[config.mk]
export PLATFORM = sky130hd
export DESIGN_NAME = mmbd_avg
export DESIGN_NICKNAME = d
export VERILOG_FILES = /design/src/hdl/mmbd_pkg.sv /design/src/hdl/mmbd_avg.sv
export SDC_FILE = /design/constraint.sdc
export NUM_CORES = 1
export LEC_CHECK = 0
export BUFFER_PORTS_ARGS = -buffer_cell sky130_fd_sc_hd__buf_2
export CORE_MARGIN = 8
export CORE_UTILIZATION = 57
export DETAILED_ROUTE_END_ITERATION = 8
export MAX_ROUTING_LAYER = met4
export PLACE_DENSITY = 0.95
export SLEW_MARGIN = 20
export SYNTH_ARGS = -nofsm -noshare
export SYNTH_HDL_FRONTEND = slang
export SYNTH_SLANG_ARGS = --single-unit
[constraint.sdc]
create_clock -name vclk -period 11.9
set_input_delay 2.38 -clock vclk [all_inputs]
set_output_delay 2.38 -clock vclk [all_outputs]
set_load 0.01 [all_outputs]
[src/hdl/mmbd_pkg.sv]
// Shared constants, codes and types of the mipmap box downsampler.
package mmbd_pkg;

	localparam int MAX_WIDTH_DEF = 4096;
	localparam int LANES_DEF     = 4;
	localparam int COMP_W        = 16;
	localparam int SUM_W         = 17;
	localparam int PAIR_W        = 18;

	// Component modes: bit 1 selects 16-bit components, bit 0 selects signed.
	localparam logic [1:0] MODE_U8  = 2'd0;
	localparam logic [1:0] MODE_S8  = 2'd1;
	localparam logic [1:0] MODE_U16 = 2'd2;
	localparam logic [1:0] MODE_S16 = 2'd3;

	localparam logic [1:0] ALPHA_AVG    = 2'd0;
	localparam logic [1:0] ALPHA_FORCE  = 2'd1;
	localparam logic [1:0] ALPHA_THRESH = 2'd2;

	localparam logic [7:0] ALPHA_FULL = 8'hFF;
	localparam logic [7:0] ALPHA_HALF = 8'h80;

	// Register indexes on the configuration port.
	localparam logic [1:0] REG_MODE  = 2'd0;
	localparam logic [1:0] REG_COUNT = 2'd1;
	localparam logic [1:0] REG_ALPHA = 2'd2;
	localparam logic [1:0] REG_WIDTH = 2'd3;

	// Per-lane control for the averaging unit.
	typedef struct packed {
		logic [1:0] mode;
		logic [1:0] alpha_mode;
		logic       active;
		logic       is_alpha;
	} lane_ctrl_t;

endpackage

[src/hdl/mmbd_avg.sv]
// One lane of the final 2x2 average: total, rounding, output masking and alpha.
module mmbd_avg (
	input  logic signed [mmbd_pkg::PAIR_W-1:0] pair,
	input  logic [mmbd_pkg::SUM_W-1:0]         stored,
	input  mmbd_pkg::lane_ctrl_t               ctrl,
	output logic [mmbd_pkg::COMP_W-1:0]        result
);

	logic [18:0] total;
	logic [18:0] adj;
	logic        neg;
	logic [15:0] avg;

	always_comb begin
		// The stored pair sum is reinterpreted as signed in the signed modes.
		total = {pair[17], pair} +
			{{2{ctrl.mode[0] & stored[16]}}, stored};
		// Signed division by four truncates toward zero: bias negatives by three.
		neg   = ctrl.mode[0] & total[18];
		adj   = total + {17'd0, neg, neg};
		avg   = adj[17:2];
		if (!ctrl.active) begin
			result = '0;
		end else if (ctrl.mode[1]) begin
			result = avg;
		end else begin
			result = {8'd0, avg[7:0]};
			if (ctrl.is_alpha && ctrl.mode == mmbd_pkg::MODE_U8) begin
				if (ctrl.alpha_mode == mmbd_pkg::ALPHA_FORCE) begin
					result = {8'd0, mmbd_pkg::ALPHA_FULL};
				end else if (ctrl.alpha_mode == mmbd_pkg::ALPHA_THRESH) begin
					result = (avg[7:0] >= mmbd_pkg::ALPHA_HALF) ?
						{8'd0, mmbd_pkg::ALPHA_FULL} : '0;
				end
			end
		end
	end

endmodule

==> metrics.cfg <==
[final_layout]
n_clock_buffer=0
synthToLayoutAreaGrowth_pct=19.5
drive_gt1_frac=0.281
fin_cells=286
layout_common_cells=57 x buf_2, 19 x ha_1, 18 x a21oi_1, 18 x nand2_1, 16 x nor2_1
fin_nets=319
design.seq.count=0
final_util=0.725
final_common_cell=buf_2
num_antenna_cells=0
regArea_sq_um=0
stdcell_area_sq_um=1830

[route]
route.detailed.wl_per_inst_microns=14.7
drt_iter0_drc=158
ant_nets=0
vias_per_cell=6.39
wl_mm=4.21
num_vias=1828
dr.pass1.iters=4
route.detailed.drc=0

[die]
core.rowCount=18
die_h_microns=67.8
core_sq_um=2520
io_pins=57
dieArea_sq_um=4600
dieWidth_microns=67.8
start_util=0.607

[synth]
yosysUniqueCellTypes=58
postSynthCellCount=205
yosys-top-cells-area=ha_1 16%, xnor2_1 7.4%, a21oi_1 5.9%
syn_avg_cell_area_sq_um=7.46
synth_area_sq_um=1530
syn_nets=266
synth_largest_area_cell=ha_1
synth_top_area_frac=0.155
yosys_warnings=0
seq_area_frac_synth=0

[timing]
setup_violations=0
drv_slew=0
layout_min_cycle_time_ns=8.54
hold_violations=0
rsz0062_at_grt=no
max_freq_ghz=0.117
final.setup.tns_ns=0
timing.slew.headroom=0.589
tightestPinTransition_ns=0.611
period_share=0.717

[worst_setup_path]
cp_cell_sequence=buf_2 > ha_1 > fa_1 > a21o_1 > a221oi_4 > o21ai_2 > a31oi_2 > ha_1 > and3_1 > a22oi_1 > nor2_1 > xnor2_1 > a221oi_1 > buf_2
crit_buf_inv=2
crit_path_end_kind=output port
path_class=input port to output port
max_stage_delay_ns=0.52
critPathRequiredTime_ns=9.52
crit_family=compound AO/OA/AOI/OAI gates
cp_max_fo=8
crit_arrival_ns=6.16
worst_setup_path_start_kind=input port
crit_slowest_cell=xnor2_1

[placement]
dpl.hpwl_mm=3.60
dp.cells=285
port_buffers=57
placedInstanceArea_sq_um=1820
place_congestion=0.897

[power]
p_leak_nw=0.840
p_per_area_nw_per_um2=60.9
max-vdd-ir-drop_mv=0.0429

[worst_hold_path]
hold_class=input port to output port

[clocking]
postCtsSetupBuffers=0
cts_hold_buf=0
cts_resized=0

[global_route]
grt_pass1_vias=1543
grt_first_pass_wirelength_mm=6.44
grt_util_all_layers=0.167
grt_antenna_before_repair=0
grt_overflow_total=0
grt_max_degree=15

[job]
maxCapViolCount=0

[outcome]
outcome=finished clean

## metal layers
metal	routed length (microns)	vias up	part of all wire	global-route usage
li1	-	917	-	-
met1	1810	846	0.43	0.212
met2	2050	61	0.49	0.304
met3	336	4	0.080	0.00490
met4	14	0	0.0033	0.00512
met5	0	-	0	-
## cell usage after synthesis (2+ instances only)
cell type / n
a2111o_1: 2
a211o_1: 3
a21o_1: 8
a21oi_1: 18
a221oi_1: 7
a311oi_1: 2
a31oi_1: 2
and3_1: 2
and4_1: 5
buf_2: 5
clkbuf_1: 2
ha_1: 19
inv_1: 4
nand2_1: 18
nand2b_1: 4
nand3_1: 3
nand4_1: 2
nor2_1: 16
nor2b_1: 4
nor3_1: 6
nor3_2: 2
nor3b_1: 2
nor4_1: 2
o2111a_1: 2
o211ai_1: 3
o21a_1: 2
o21ai_0: 7
o31ai_1: 3
or2_2: 2
or3_1: 2
xnor2_1: 13
xor2_1: 7
## kinds of logic after synthesis
family / synth area share
xor+xnor: 0.114
buf+inv: 0.0311
fa+ha+maj: 0.168
compound gates: 0.394
simple gates: 0.292
## power breakdown
group          internal, mW  switching [mW]
clock network             0               0
logic                0.0472          0.0640
registers                 0               0
total                0.0472          0.0640
## metrics by stage
step                setup slack (ns)  total power [mW]  hold WS, ns
floorplan                       4.02            0.0810         4.91
global route                    3.06             0.122         5.18
detailed placement              3.04             0.109         5.14
global placement                3.25             0.105         5.13
CTS                             3.06             0.109         5.14
finish                          3.36             0.111         5.14
## path summary, 6_finish.rpt
path                    start  cells past startpoint  slack [ns]        end
worst max-delay path  pair[0]                     14        3.36  result[4]
worst min-delay path  ctrl[2]                      4        5.14  result[7]
## cell type report
class | count | area [sq um]
well taps | 30 | 37.5
inverters | 4 | 15.0
fillers | 190 | 694
repair buffers | 58 | 293
multi-input cells | 194 | 1480
No activity file was read; power rests on OpenSTA's default activity.
